## config.mk

```make
export PLATFORM = sky130hd
export DESIGN_NAME = imuca_mul
export DESIGN_NICKNAME = d
export VERILOG_FILES = /design/src/imuca_pkg.sv /design/src/imuca_mul.sv
export SDC_FILE = /design/constraint.sdc
export NUM_CORES = 2
export LEC_CHECK = 0
export BUFFER_PORTS_ARGS = -buffer_cell sky130_fd_sc_hd__clkbuf_2
export CAP_MARGIN = 20
export CELL_PAD_IN_SITES_DETAIL_PLACEMENT = 1
export CELL_PAD_IN_SITES_GLOBAL_PLACEMENT = 1
export CORE_AREA = 2 2 208 210
export DETAILED_ROUTE_END_ITERATION = 8
export DIE_AREA = 0 0 210 212
export GPL_TIMING_DRIVEN = 0
export PLACE_DENSITY = 0.88
export RECOVER_POWER = 25
export SYNTH_ARGS = -nofsm -noshare
export SYNTH_HDL_FRONTEND = slang
export SYNTH_SLANG_ARGS = --single-unit
export TNS_END_PERCENT = 5
```

## constraint.sdc

```tcl
create_clock -name clk -period 9.03 [get_ports clk]
set_input_delay 0.903 -clock clk [delete_from_list [all_inputs] [get_ports clk]]
set_output_delay 0.903 -clock clk [all_outputs]
set_load 0.01 [all_outputs]
```

## src/imuca_pkg.sv

```systemverilog
// Shared types, constants and helper functions of the IMU attitude unit.
`timescale 1ns / 1ps

package imuca_pkg;

	// Field widths of the sample and attitude payloads.
	localparam int unsigned AXIS_W     = 16;
	localparam int unsigned ANGLE_W    = 32;
	localparam int unsigned OFS_W      = 11;
	localparam int unsigned GAIN_W     = 16;
	localparam int unsigned BLEND_W    = 16;
	localparam int unsigned CFG_DATA_W = 16;
	localparam int unsigned CFG_IDX_W  = 3;

	// Internal datapath widths.
	localparam int unsigned RATE_W  = AXIS_W + 1;   // corrected gyro count
	localparam int unsigned MUL_A_W = 35;           // blend difference
	localparam int unsigned MUL_B_W = 17;           // unsigned factor with a sign bit
	localparam int unsigned PROD_W  = MUL_A_W + MUL_B_W;
	localparam int unsigned GYRO_W  = 34;           // gyro-integrated angle
	localparam int unsigned SUM_W   = 37;           // blended angle before saturation

	// CORDIC constants: micro-rotation angles in Q24 degrees.
	localparam int unsigned CORDIC_STEPS_DEF = 16;
	localparam int unsigned ANGLE_FRAC_BITS  = 16;
	localparam int unsigned TABLE_FRAC       = 24;
	localparam int unsigned ATAN_IDX_W       = 5;
	localparam int unsigned ATAN_W           = 30;
	localparam int unsigned XY_W             = 36;
	localparam int unsigned Z_W              = 35;
	localparam int unsigned ROUND_SH         = TABLE_FRAC - ANGLE_FRAC_BITS;
	localparam logic signed [Z_W-1:0] HALF_TURN_Q = 35'sd3019898880;
	localparam logic signed [Z_W-1:0] ROUND_HALF  = Z_W'(1) <<< (ROUND_SH - 1);

	// Configuration register indexes.
	localparam logic [CFG_IDX_W-1:0] REG_ENABLE = 3'd0;
	localparam logic [CFG_IDX_W-1:0] REG_OFS_X  = 3'd1;
	localparam logic [CFG_IDX_W-1:0] REG_OFS_Y  = 3'd2;
	localparam logic [CFG_IDX_W-1:0] REG_OFS_Z  = 3'd3;
	localparam logic [CFG_IDX_W-1:0] REG_GAIN   = 3'd4;
	localparam logic [CFG_IDX_W-1:0] REG_BLEND  = 3'd5;

	// Register reset values.
	localparam logic signed [OFS_W-1:0] OFS_X_RST = 11'sd55;
	localparam logic signed [OFS_W-1:0] OFS_Y_RST = 11'sd18;
	localparam logic signed [OFS_W-1:0] OFS_Z_RST = 11'sd10;
	localparam logic [GAIN_W-1:0]       GAIN_RST  = 16'd1024;
	localparam logic [BLEND_W-1:0]      BLEND_RST = 16'd66;

	typedef struct packed {
		logic signed [AXIS_W-1:0] accel_x;
		logic signed [AXIS_W-1:0] accel_y;
		logic signed [AXIS_W-1:0] accel_z;
		logic signed [AXIS_W-1:0] rate_x;
		logic signed [AXIS_W-1:0] rate_y;
		logic signed [AXIS_W-1:0] rate_z;
	} sample_t;

	typedef struct packed {
		logic signed [ANGLE_W-1:0] roll_deg;
		logic signed [ANGLE_W-1:0] pitch_deg;
		logic signed [ANGLE_W-1:0] yaw_deg;
	} attitude_t;

	// Command and status between the sequencer and the CORDIC unit.
	typedef struct packed {
		logic                     start;
		logic signed [AXIS_W-1:0] y;
		logic signed [AXIS_W-1:0] x;
	} cordic_cmd_t;

	typedef struct packed {
		logic busy;
		logic done;
	} cordic_sts_t;

	typedef enum logic [1:0] {
		C_IDLE,
		C_ROT,
		C_ROUND
	} cordic_state_t;

	typedef enum logic [3:0] {
		S_IDLE,
		S_ROLL,
		S_PITCH,
		S_GX,
		S_GY,
		S_GZ,
		S_BR,
		S_BP,
		S_PF,
		S_FIN
	} top_state_t;

	// atan(2^-i) in degrees, Q24.
	function automatic logic [ATAN_W-1:0] atan_q24(input logic [ATAN_IDX_W-1:0] idx);
		logic [ATAN_W-1:0] v;
		case (idx)
			5'd0:    v = 30'd754974720;
			5'd1:    v = 30'd445687602;
			5'd2:    v = 30'd235489088;
			5'd3:    v = 30'd119537938;
			5'd4:    v = 30'd60000934;
			5'd5:    v = 30'd30029717;
			5'd6:    v = 30'd15018523;
			5'd7:    v = 30'd7509719;
			5'd8:    v = 30'd3754917;
			5'd9:    v = 30'd1877466;
			5'd10:   v = 30'd938734;
			5'd11:   v = 30'd469367;
			5'd12:   v = 30'd234684;
			5'd13:   v = 30'd117342;
			5'd14:   v = 30'd58671;
			5'd15:   v = 30'd29335;
			5'd16:   v = 30'd14668;
			5'd17:   v = 30'd7334;
			5'd18:   v = 30'd3667;
			5'd19:   v = 30'd1833;
			5'd20:   v = 30'd917;
			5'd21:   v = 30'd458;
			5'd22:   v = 30'd229;
			5'd23:   v = 30'd115;
			default: v = '0;
		endcase
		return v;
	endfunction

	// Clamp a wide angle to the signed 32-bit range.
	function automatic logic signed [ANGLE_W-1:0] sat_angle(input logic signed [SUM_W-1:0] v);
		logic signed [SUM_W-1:0] hi;
		logic signed [SUM_W-1:0] lo;
		logic signed [ANGLE_W-1:0] r;
		hi = SUM_W'(64'sh7FFF_FFFF);
		lo = -hi - SUM_W'(1);
		if (v > hi) begin
			r = {1'b0, {(ANGLE_W-1){1'b1}}};
		end else if (v < lo) begin
			r = {1'b1, {(ANGLE_W-1){1'b0}}};
		end else begin
			r = v[ANGLE_W-1:0];
		end
		return r;
	endfunction

endpackage

```

## src/imuca_mul.sv

```systemverilog
// Shared signed multiplier with a registered product.
`timescale 1ns / 1ps

module imuca_mul (
	input  logic                                  clk,
	input  logic signed [imuca_pkg::MUL_A_W-1:0]  a,
	input  logic signed [imuca_pkg::MUL_B_W-1:0]  b,
	output logic signed [imuca_pkg::PROD_W-1:0]   prod
);
	import imuca_pkg::*;

	logic signed [PROD_W-1:0] prod_q;

	// One product per cycle, available the cycle after the operands.
	always_ff @(posedge clk) begin
		prod_q <= PROD_W'(a) * PROD_W'(b);
	end

	assign prod = prod_q;

endmodule

```

==> reports/qor.yml <==
clock_network:
  cts_hold_buf: 0
  cts_buffers: 5
  clock_path_buffers: 2
  ctsResizeCount: 0
  cts.sinks: 52
  cts_root_buf: "clkbuf_16"
  postCtsSetupRepairBufs: 0
  cts_tree: "yes"
  htreeDepth: 2
  clk_pin_slew_ps: 70
routing:
  vias: 16596
  firstDrtPassIters: 5
  wl_per_cell_um: 24.14
  wl_mm: 72.34
  drc: 0
  ant_nets: 0
  via_per_inst: 5.538
  drt_iter0_drc: 1055
yosys:
  synth.mux.area_fraction_pct: 0.09347
  synth_compound_area_share_pct: 4.791
  postSynth.asyncResetShare_pct: 0
  yosys_warnings: 0
  syn_area_um2: 21420
  synth_ff_type: "dfxtp_1"
  yosys.area_share.simple_pct: 15.64
  syn_nets: 3085
  synth_cell_type_count: 56
  synth_top_family_by_area: "adder cells"
  yosysSeqAreaShare_pct: 4.861
  syn_inst: 2345
  netlist.area_leader.share_pct: 52.91
  synthTopCellsByArea: "fa_1, inv_1, and2_1, ha_1, nand2_1"
  synthAdderAreaFrac_pct: 59.98
  synth_edf_count: 0
  ys_ff_latch: 52
  yosys.area.top_type: "fa_1"
  synth_xor_xnor_area_share_pct: 2.208
  syn_area_per_cell_um2: 9.133
floorplanning:
  die_w_um: 210
  io_pins: 105
  fp.coreArea_um2: 42510
  start_util_pct: 50.39
  die_y_um: 212
  num_rows: 76
  die-area_um2: 44520
layout:
  fin_area_um2: 22690
  largest_register_ffs: 52
  layout-drive-gt1-share_pct: 4.126
  fillerInstances: 4996
  nets: 3187
  final_util_pct: 53.39
  area_delta_synth_final_pct: 5.965
  final_common_cell: "inv_1"
  final_cell_mix: "inv_1, fa_1, nand2_1, and2_1, clkbuf_1"
global_routing:
  use_met1_pct: 39.39
  grt_pass1_vias: 19694
  met2_usage_pct: 61.06
  grt_max_degree: 17
  grt_usage_pct: 34.60
  use_met3_pct: 5.465
  top_usage_layer: "met2"
  antenna_found_initial: 4
  grt-ovfl-total: 0
  grt_pass1_wl_mm: 112.9
critical_path:
  path_cells: "clkbuf_1, clkbuf_1, nand2_1, fa_1, inv_1, fa_1, inv_1, fa_1, inv_1, fa_1, fa_1, inv_1, fa_1, inv_1, ha_1, clkbuf_1, nand2_1, o21ai_0, a2111oi_4, o21a_2, o31ai_2, a311oi_2, o21ai_1, xor2_1"
  startpoint_type: "input pin"
  crit_top_cell: "fa_1"
  cp.required_ps: 9310
  arrival_ps: 8660
  critPathKind: "input pin to register"
  critPathCaptureType: "register"
  cp_slowest_stage_delay_ps: 830
  cp_slowest_cell: "o21ai_0"
  crit_fanout: 10
timing:
  hold_slack_ps: 937.2
  min_period_ps: 8377
  rsz0062_at_grt: "no"
  tns_ps: 0
  slew_headroom_pct: 30.30
  hold_violations: 0
  worst_pin_slew_ps: 1035
  setup_viol: 0
  drv_slew: 0
  layout_worst_path_cycle_share_pct: 92.77
  max_freq_mhz: 119.4
place:
  gp_congestion: 0.9717
  port_buffers: 95
  placed_cell_area_um2: 22580
  dp_hpwl_mm: 61.77
worst_hold_path:
  min_from: "b[0]"
  holdPathEnd: "prod[0]"
  hold_class: "input pin to register"
  min_path_cells: 2
run_status:
  status: "completed"
flow_run:
  max_cap_viol_count: 0
metal layers:
| layer | routed length, µm | part of all wire [%] |
|---|---|---|
| met5 | 0 | 0 |
| met4 | 5178 | 7.2 |
| met3 | 4844 | 6.7 |
| met2 | 36650 | 51 |
| met1 | 25660 | 35 |
cell families (layout without fill, tap and decap cells):
group	Yosys count	count (layout)
compound gates	152	152
xor+xnor	54	54
fa+ha+maj	687	687
buf+inv	707	810
flops	52	52
mux	2	2
other cells	0	3
simple gates	691	691
metrics by stage:
| stage | setup WS [ps] | std cells |
|---|---|---|
| final | 653.0 | 2997 |
| after global routing | 542.2 | 2995 |
| after CTS | 756.7 | 2994 |
| after detailed placement | 386.7 | 2986 |
| after global placement | 539.1 | 2986 |
| after floorplan | 2321 | 2345 |
cell type report:
class / instances / area (µm²) / area share [%]
inverter: 598 / 2245 / 9.891
buffer: 109 / 417.9 / 1.841
tap: 546 / 683.2 / 3.010
multi-input combinational: 1586 / 17710 / 78.05
timing repair buffer: 95 / 442.9 / 1.952
sequential: 52 / 1041 / 4.587
clock inverter: 3 / 18.77 / 0.08270
antenna: 3 / 7.507 / 0.03308
clock buffer: 5 / 125.1 / 0.5513
synthesized netlist by cell type, drive strengths merged (8+ instances only):
master  instances
nand2b         11
xor2           14
fa            566
ha            121
nor2           55
clkbuf        103
nand2         334
and2          259
o21ai          34
a21o           15
xnor2          40
a21oi          53
nand4           8
nor3            9
inv           598
dfxtp          52
o21bai          8
how the worst max path moves through the flow:
stage,startpoint,endpoint,slack (ps),cells past startpoint
after floorplan,b[2],prod[51],2320,24
after global placement,b[9],prod[34],540,24
after detailed placement,b[10],prod[34],390,24
after CTS,b[10],prod[34],760,24
after global routing,b[10],prod[34],540,24
final,b[10],prod[34],650,24
critical path: cells and delay by family:
kind | cells | cell delay [ps]
XOR/XNOR | 1 | 150
buffers and inverters | 8 | 1920
adder cells (fa/ha/maj) | 7 | 3360
AND/OR/NAND/NOR | 2 | 260
AO/OA/AOI/OAI | 6 | 2070
Power is not shown: default switching activity piles up to over one toggle a cycle in this logic, so the estimate is an artifact.
