## src/imuca_pkg.sv

```systemverilog
// Shared types, constants and helper functions of the IMU attitude unit.
`timescale 1ns / 1ps

package imuca_pkg;

	// Field widths of the sample and attitude payloads.
	localparam int unsigned AXIS_W     = 16;
	localparam int unsigned ANGLE_W    = 32;
	localparam int unsigned OFS_W      = 11;
	localparam int unsigned GAIN_W     = 16;
	localparam int unsigned BLEND_W    = 16;
	localparam int unsigned CFG_DATA_W = 16;
	localparam int unsigned CFG_IDX_W  = 3;

	// Internal datapath widths.
	localparam int unsigned RATE_W  = AXIS_W + 1;   // corrected gyro count
	localparam int unsigned MUL_A_W = 35;           // blend difference
	localparam int unsigned MUL_B_W = 17;           // unsigned factor with a sign bit
	localparam int unsigned PROD_W  = MUL_A_W + MUL_B_W;
	localparam int unsigned GYRO_W  = 34;           // gyro-integrated angle
	localparam int unsigned SUM_W   = 37;           // blended angle before saturation

	// CORDIC constants: micro-rotation angles in Q24 degrees.
	localparam int unsigned CORDIC_STEPS_DEF = 16;
	localparam int unsigned ANGLE_FRAC_BITS  = 16;
	localparam int unsigned TABLE_FRAC       = 24;
	localparam int unsigned ATAN_IDX_W       = 5;
	localparam int unsigned ATAN_W           = 30;
	localparam int unsigned XY_W             = 36;
	localparam int unsigned Z_W              = 35;
	localparam int unsigned ROUND_SH         = TABLE_FRAC - ANGLE_FRAC_BITS;
	localparam logic signed [Z_W-1:0] HALF_TURN_Q = 35'sd3019898880;
	localparam logic signed [Z_W-1:0] ROUND_HALF  = Z_W'(1) <<< (ROUND_SH - 1);

	// Configuration register indexes.
	localparam logic [CFG_IDX_W-1:0] REG_ENABLE = 3'd0;
	localparam logic [CFG_IDX_W-1:0] REG_OFS_X  = 3'd1;
	localparam logic [CFG_IDX_W-1:0] REG_OFS_Y  = 3'd2;
	localparam logic [CFG_IDX_W-1:0] REG_OFS_Z  = 3'd3;
	localparam logic [CFG_IDX_W-1:0] REG_GAIN   = 3'd4;
	localparam logic [CFG_IDX_W-1:0] REG_BLEND  = 3'd5;

	// Register reset values.
	localparam logic signed [OFS_W-1:0] OFS_X_RST = 11'sd55;
	localparam logic signed [OFS_W-1:0] OFS_Y_RST = 11'sd18;
	localparam logic signed [OFS_W-1:0] OFS_Z_RST = 11'sd10;
	localparam logic [GAIN_W-1:0]       GAIN_RST  = 16'd1024;
	localparam logic [BLEND_W-1:0]      BLEND_RST = 16'd66;

	typedef struct packed {
		logic signed [AXIS_W-1:0] accel_x;
		logic signed [AXIS_W-1:0] accel_y;
		logic signed [AXIS_W-1:0] accel_z;
		logic signed [AXIS_W-1:0] rate_x;
		logic signed [AXIS_W-1:0] rate_y;
		logic signed [AXIS_W-1:0] rate_z;
	} sample_t;

	typedef struct packed {
		logic signed [ANGLE_W-1:0] roll_deg;
		logic signed [ANGLE_W-1:0] pitch_deg;
		logic signed [ANGLE_W-1:0] yaw_deg;
	} attitude_t;

	// Command and status between the sequencer and the CORDIC unit.
	typedef struct packed {
		logic                     start;
		logic signed [AXIS_W-1:0] y;
		logic signed [AXIS_W-1:0] x;
	} cordic_cmd_t;

	typedef struct packed {
		logic busy;
		logic done;
	} cordic_sts_t;

	typedef enum logic [1:0] {
		C_IDLE,
		C_ROT,
		C_ROUND
	} cordic_state_t;

	typedef enum logic [3:0] {
		S_IDLE,
		S_ROLL,
		S_PITCH,
		S_GX,
		S_GY,
		S_GZ,
		S_BR,
		S_BP,
		S_PF,
		S_FIN
	} top_state_t;

	// atan(2^-i) in degrees, Q24.
	function automatic logic [ATAN_W-1:0] atan_q24(input logic [ATAN_IDX_W-1:0] idx);
		logic [ATAN_W-1:0] v;
		case (idx)
			5'd0:    v = 30'd754974720;
			5'd1:    v = 30'd445687602;
			5'd2:    v = 30'd235489088;
			5'd3:    v = 30'd119537938;
			5'd4:    v = 30'd60000934;
			5'd5:    v = 30'd30029717;
			5'd6:    v = 30'd15018523;
			5'd7:    v = 30'd7509719;
			5'd8:    v = 30'd3754917;
			5'd9:    v = 30'd1877466;
			5'd10:   v = 30'd938734;
			5'd11:   v = 30'd469367;
			5'd12:   v = 30'd234684;
			5'd13:   v = 30'd117342;
			5'd14:   v = 30'd58671;
			5'd15:   v = 30'd29335;
			5'd16:   v = 30'd14668;
			5'd17:   v = 30'd7334;
			5'd18:   v = 30'd3667;
			5'd19:   v = 30'd1833;
			5'd20:   v = 30'd917;
			5'd21:   v = 30'd458;
			5'd22:   v = 30'd229;
			5'd23:   v = 30'd115;
			default: v = '0;
		endcase
		return v;
	endfunction

	// Clamp a wide angle to the signed 32-bit range.
	function automatic logic signed [ANGLE_W-1:0] sat_angle(input logic signed [SUM_W-1:0] v);
		logic signed [SUM_W-1:0] hi;
		logic signed [SUM_W-1:0] lo;
		logic signed [ANGLE_W-1:0] r;
		hi = SUM_W'(64'sh7FFF_FFFF);
		lo = -hi - SUM_W'(1);
		if (v > hi) begin
			r = {1'b0, {(ANGLE_W-1){1'b1}}};
		end else if (v < lo) begin
			r = {1'b1, {(ANGLE_W-1){1'b0}}};
		end else begin
			r = v[ANGLE_W-1:0];
		end
		return r;
	endfunction

endpackage

```

## src/imuca_cordic.sv

```systemverilog
// Iterative vectoring CORDIC computing atan2(y, x) in degrees, one rotation per cycle.
`timescale 1ns / 1ps

module imuca_cordic #(
	parameter int unsigned CORDIC_STEPS = imuca_pkg::CORDIC_STEPS_DEF
) (
	input  logic                                   clk,
	input  logic                                   arst_n,
	input  imuca_pkg::cordic_cmd_t                 cmd,
	output imuca_pkg::cordic_sts_t                 sts,
	output logic signed [imuca_pkg::ANGLE_W-1:0]   angle
);
	import imuca_pkg::*;

	localparam int unsigned CNT_W = $clog2(CORDIC_STEPS);
	localparam logic [CNT_W-1:0] CNT_LAST = CNT_W'(CORDIC_STEPS - 1);

	cordic_state_t state_q, state_d;

	logic signed [XY_W-1:0]    x_q, y_q;
	logic signed [Z_W-1:0]     z_q;
	logic [CNT_W-1:0]          cnt_q;
	logic                      done_q;
	logic signed [ANGLE_W-1:0] angle_q;

	logic signed [RATE_W-1:0] xe, ye, xm, ym;
	logic signed [XY_W-1:0]   dx, dy;
	logic signed [Z_W-1:0]    da, rounded;

	// State register.
	always_ff @(posedge clk or negedge arst_n) begin
		if (!arst_n) begin
			state_q <= C_IDLE;
		end else begin
			state_q <= state_d;
		end
	end

	// Next state: a zero y operand skips the rotations.
	always_comb begin
		state_d = state_q;
		case (state_q)
			C_IDLE: begin
				if (cmd.start) begin
					state_d = (cmd.y == '0) ? C_ROUND : C_ROT;
				end
			end
			C_ROT: begin
				if (cnt_q == CNT_LAST) begin
					state_d = C_ROUND;
				end
			end
			C_ROUND: state_d = C_IDLE;
			default: state_d = C_IDLE;
		endcase
	end

	// Operand conditioning: the left half-plane is folded over by negating the vector.
	assign xe = RATE_W'(cmd.x);
	assign ye = RATE_W'(cmd.y);
	assign xm = cmd.x[AXIS_W-1] ? -xe : xe;
	assign ym = cmd.x[AXIS_W-1] ? -ye : ye;

	// Shared shifter and adders of one micro-rotation.
	assign dx = y_q >>> cnt_q;
	assign dy = x_q >>> cnt_q;
	assign da = Z_W'({1'b0, atan_q24(ATAN_IDX_W'(cnt_q))});
	assign rounded = (z_q + ROUND_HALF) >>> ROUND_SH;

	always_ff @(posedge clk) begin
		case (state_q)
			C_IDLE: begin
				if (cmd.start) begin
					x_q   <= XY_W'(xm) <<< 16;
					y_q   <= XY_W'(ym) <<< 16;
					cnt_q <= '0;
					if (cmd.y == '0) begin
						z_q <= cmd.x[AXIS_W-1] ? HALF_TURN_Q : '0;
					end else if (cmd.x[AXIS_W-1]) begin
						z_q <= cmd.y[AXIS_W-1] ? -HALF_TURN_Q : HALF_TURN_Q;
					end else begin
						z_q <= '0;
					end
				end
			end
			C_ROT: begin
				if (y_q >= 0) begin
					x_q <= x_q + dx;
					y_q <= y_q - dy;
					z_q <= z_q + da;
				end else begin
					x_q <= x_q - dx;
					y_q <= y_q + dy;
					z_q <= z_q - da;
				end
				cnt_q <= cnt_q + CNT_W'(1);
			end
			C_ROUND: angle_q <= rounded[ANGLE_W-1:0];
			default: ;
		endcase
	end

	// Completion pulse, registered in the cycle after the rounding state.
	always_ff @(posedge clk or negedge arst_n) begin
		if (!arst_n) begin
			done_q <= 1'b0;
		end else begin
			done_q <= (state_q == C_ROUND);
		end
	end

	assign sts.busy = (state_q != C_IDLE);
	assign sts.done = done_q;
	assign angle    = angle_q;

endmodule

```

## config.mk

```make
export PLATFORM = sky130hd
export DESIGN_NAME = imuca_cordic
export DESIGN_NICKNAME = d
export VERILOG_FILES = /design/src/imuca_pkg.sv /design/src/imuca_cordic.sv
export SDC_FILE = /design/constraint.sdc
export NUM_CORES = 1
export LEC_CHECK = 0
export BUFFER_PORTS_ARGS = -buffer_cell sky130_fd_sc_hd__clkbuf_2
export CORE_ASPECT_RATIO = 1.5
export CORE_MARGIN = 2
export CORE_UTILIZATION = 63
export DETAILED_ROUTE_END_ITERATION = 16
export GPL_TIMING_DRIVEN = 0
export PLACE_DENSITY = 0.81
export SLEW_MARGIN = 40
export SYNTH_ARGS = -nofsm -noshare
export SYNTH_HDL_FRONTEND = slang
export SYNTH_SLANG_ARGS = --single-unit
```

## constraint.sdc

```tcl
create_clock -name clk -period 7.01 [get_ports clk]
set_input_delay 0.3505 -clock clk [delete_from_list [all_inputs] [get_ports clk]]
set_output_delay 0.3505 -clock clk [all_outputs]
set_load 0.02 [all_outputs]
```

==> results.toml <==
[routing]
postRouteAntennaNets = 0
drtIter0Drc = 2292
wl_um = 76800
vias_per_cell = 7.02
vias = 19648
detail_route.wl_per_cell_um = 27.5
drc = 0
firstDrtPassIters = 9

[layout]
fillers = 2417
nNetsFinal = 2540
drive_gt1_frac = 0.129
syn2layout_area_growth_pct = 8.45

[sta]
slew_headroom = 0.356
max_freq_ghz = 0.145
finalSetupViolCount = 0
fin_crit_ps = 6900
post-route-period-util = 0.984
drv_slew = 0
fin_hold_ws_ps = 200
rsz0062_at_grt = "true"
hold_viol = 0
worst_pin_slew_ps = 965
fin_skew_ps = 17.8

[min_path]
hp-start = "cmd[32]"
hold_depth = 3
hold_class = "in2reg"
hold_end = "state_q[1]"

[place]
io_buffers = 68
hpwl_um = 58800
gp_congestion = 1.14

[critical_path]
cp_max_fo = 10
crit_slowest_cell = "o41a_1"
critPathBufInv = 8
slowest_delay_ps = 520
worstReg2RegEnd = "x_q[35]"
reg2reg_slack_ps = 110
worst-setup-path-type = "reg2reg"
crit_top_cell = "clkbuf_4"
cp.arrival_ps = 7110
cp-start-kind = "register"
crit_path_end_kind = "register"
critPathTopFamily = "buffers and inverters"
r2r-start = "cnt_q[3]"
reg2regPathDepth = 25
crit_required_ps = 7220
startpoint = "cnt_q[3]"

[logic_synthesis]
syn_area_um2 = 19300
async_reset_ff_frac = 0.0175
syn_nets = 2448
synth_seq_area_share = 0.249
synth-edff-count = 138
synth.avg_cell_area_um2 = 8.45
ys_warn_count = 0
synth-main-ff-cell = "edfxtp_1"
yosys_register_bits = 171
ys_types = 101
synthCells = 2290

[floorplanning]
die_y_um = 219
fp.dieArea_um2 = 32100
io_pins = 69
die_w_um = 147
start_util = 0.639
fp-row-count = 78
core_area_um2 = 30300

[clock_network]
cts_buffers = 17
insertion_delay_ps = 480
cts_tree = "yes"
cts.root.buffer_cell = "clkbuf_16"
clockBufferDepth = 2
clk_pin_slew_ps = 70
cts.sinks = 171
htree_levels = 4

[flow_run]
maxCapViolations = 0

[run_status]
status = "completed"

[global_routing]
grt_max_degree = 67
grt.overflow.total = 0
grt_pass1_wl_um = 114000
grt_use_total = 0.475
antenna_found_initial = 1
grt_pass1_vias = 19251
[stage by stage]
step	area [um2]	TNS (ps)	std cells	setup slack (ps)	util
floorplan	19300	0	2290	676	-
global placement	20200	-33630	2758	-2090	0.667
detailed placement	20300	-36180	2760	-2140	0.670
CTS	20900	0	2795	3.42	0.691
global route	21000	-23.7	2795	-23.7	0.693
finish	21000	0	2797	110	0.693
[Yosys cell counts (24+ instances only)]
cell,count,share of area
nand2_1,263,0.051
nor2_1,226,0.044
a21oi_1,166,0.043
o21ai_0,166,0.043
xnor2_1,151,0.068
edfxtp_1,138,0.21
ha_1,120,0.078
mux2i_1,84,0.043
xor2_1,75,0.034
a21o_1,63,0.024
clkbuf_1,61,0.012
nand3_1,57,0.015
inv_1,53,0.010
mux4_2,46,0.054
mux2_2,39,0.023
nor3_1,36,0.0093
dfxtp_1,30,0.031
o31ai_1,29,0.011
and2_1,28,0.0091
and3_1,28,0.0091
a31oi_1,24,0.0078
[area by class of cell]
type	instances	area, um2	area share
well taps	400	500	0.0239
inverters	55	214	0.0102
plain buffers	113	643	0.0307
diodes	2	5.00	0.000239
flip-flops and latches	171	4820	0.230
clock buffers	20	468	0.0223
multi-input cells	1947	13800	0.656
clock inverters	12	100	0.00477
repair buffers	77	463	0.0221
[routing by layer]
metal,wire length [um],GRT usage,vias up
met5,0,0,-
met4,8960,0.461,0
met3,6350,0.107,430
met2,36300,0.784,1233
met1,25200,0.491,9304
li1,-,-,8681
[state kept, by name, indices dropped and copies added, names as in the netlist]
name	flops
y_q	36
x_q	36
angle	27
state_q	2
cnt_q	4
z_q	35
done_q	1
da	30
[logic make-up (layout without fill, tap and decap cells)]
group                    count (synthesis)  count (layout)  synth area share
flip-flops                             171             171             0.249
AND/OR/NAND/NOR                        780             780             0.189
multiplexers                           172             172             0.124
XOR/XNOR                               227             227             0.103
adder cells (fa/ha/maj)                123             123            0.0807
AO/OA/AOI/OAI                          645             645             0.213
other                                    0               2                 0
buffers and inverters                  172             277            0.0421
[worst register-to-register path: cells and delay by family, from the launching register on]
kind | cells | cell delay [ps]
XOR/XNOR | 1 | 140
AND/OR/NAND/NOR | 6 | 1140
adder cells (fa/ha/maj) | 2 | 580
AO/OA/AOI/OAI | 7 | 1920
buffers and inverters | 8 | 2080
flip-flops | 1 | 490
multiplexers | 1 | 280
[what timing repair did]
action / CTS / global route
endpoints found under the hold margin: 3 / 0
resized for setup: 18 / 15
setup endpoints to repair: 41 / 19
setup buffers: 4 / 2
hold buffers: 1 / 0
[layout by cell type (no fill, tap or decap), drive strengths merged, types with 75 or more instances in the layout]
cell type,count
a21oi,166
clkbuf,149
edfxtp,138
ha,120
mux2i,85
nand2,264
nor2,228
o21ai,180
xnor2,152
xor2,75
[worst max-delay path by stage]
stage / to / slack [ps] / cells past startpoint
2_1_floorplan: x_q[35] / 680 / 27
3_3_place_gp: x_q[35] / -2090 / 27
3_5_place_dp: x_q[35] / -2140 / 27
4_1_cts: x_q[35] / 3 / 28
5_1_grt: x_q[35] / -20 / 27
6_report: x_q[35] / 110 / 25
Power is not shown: default switching activity piles up to over one toggle a cycle in this logic, so the estimate is an artifact.
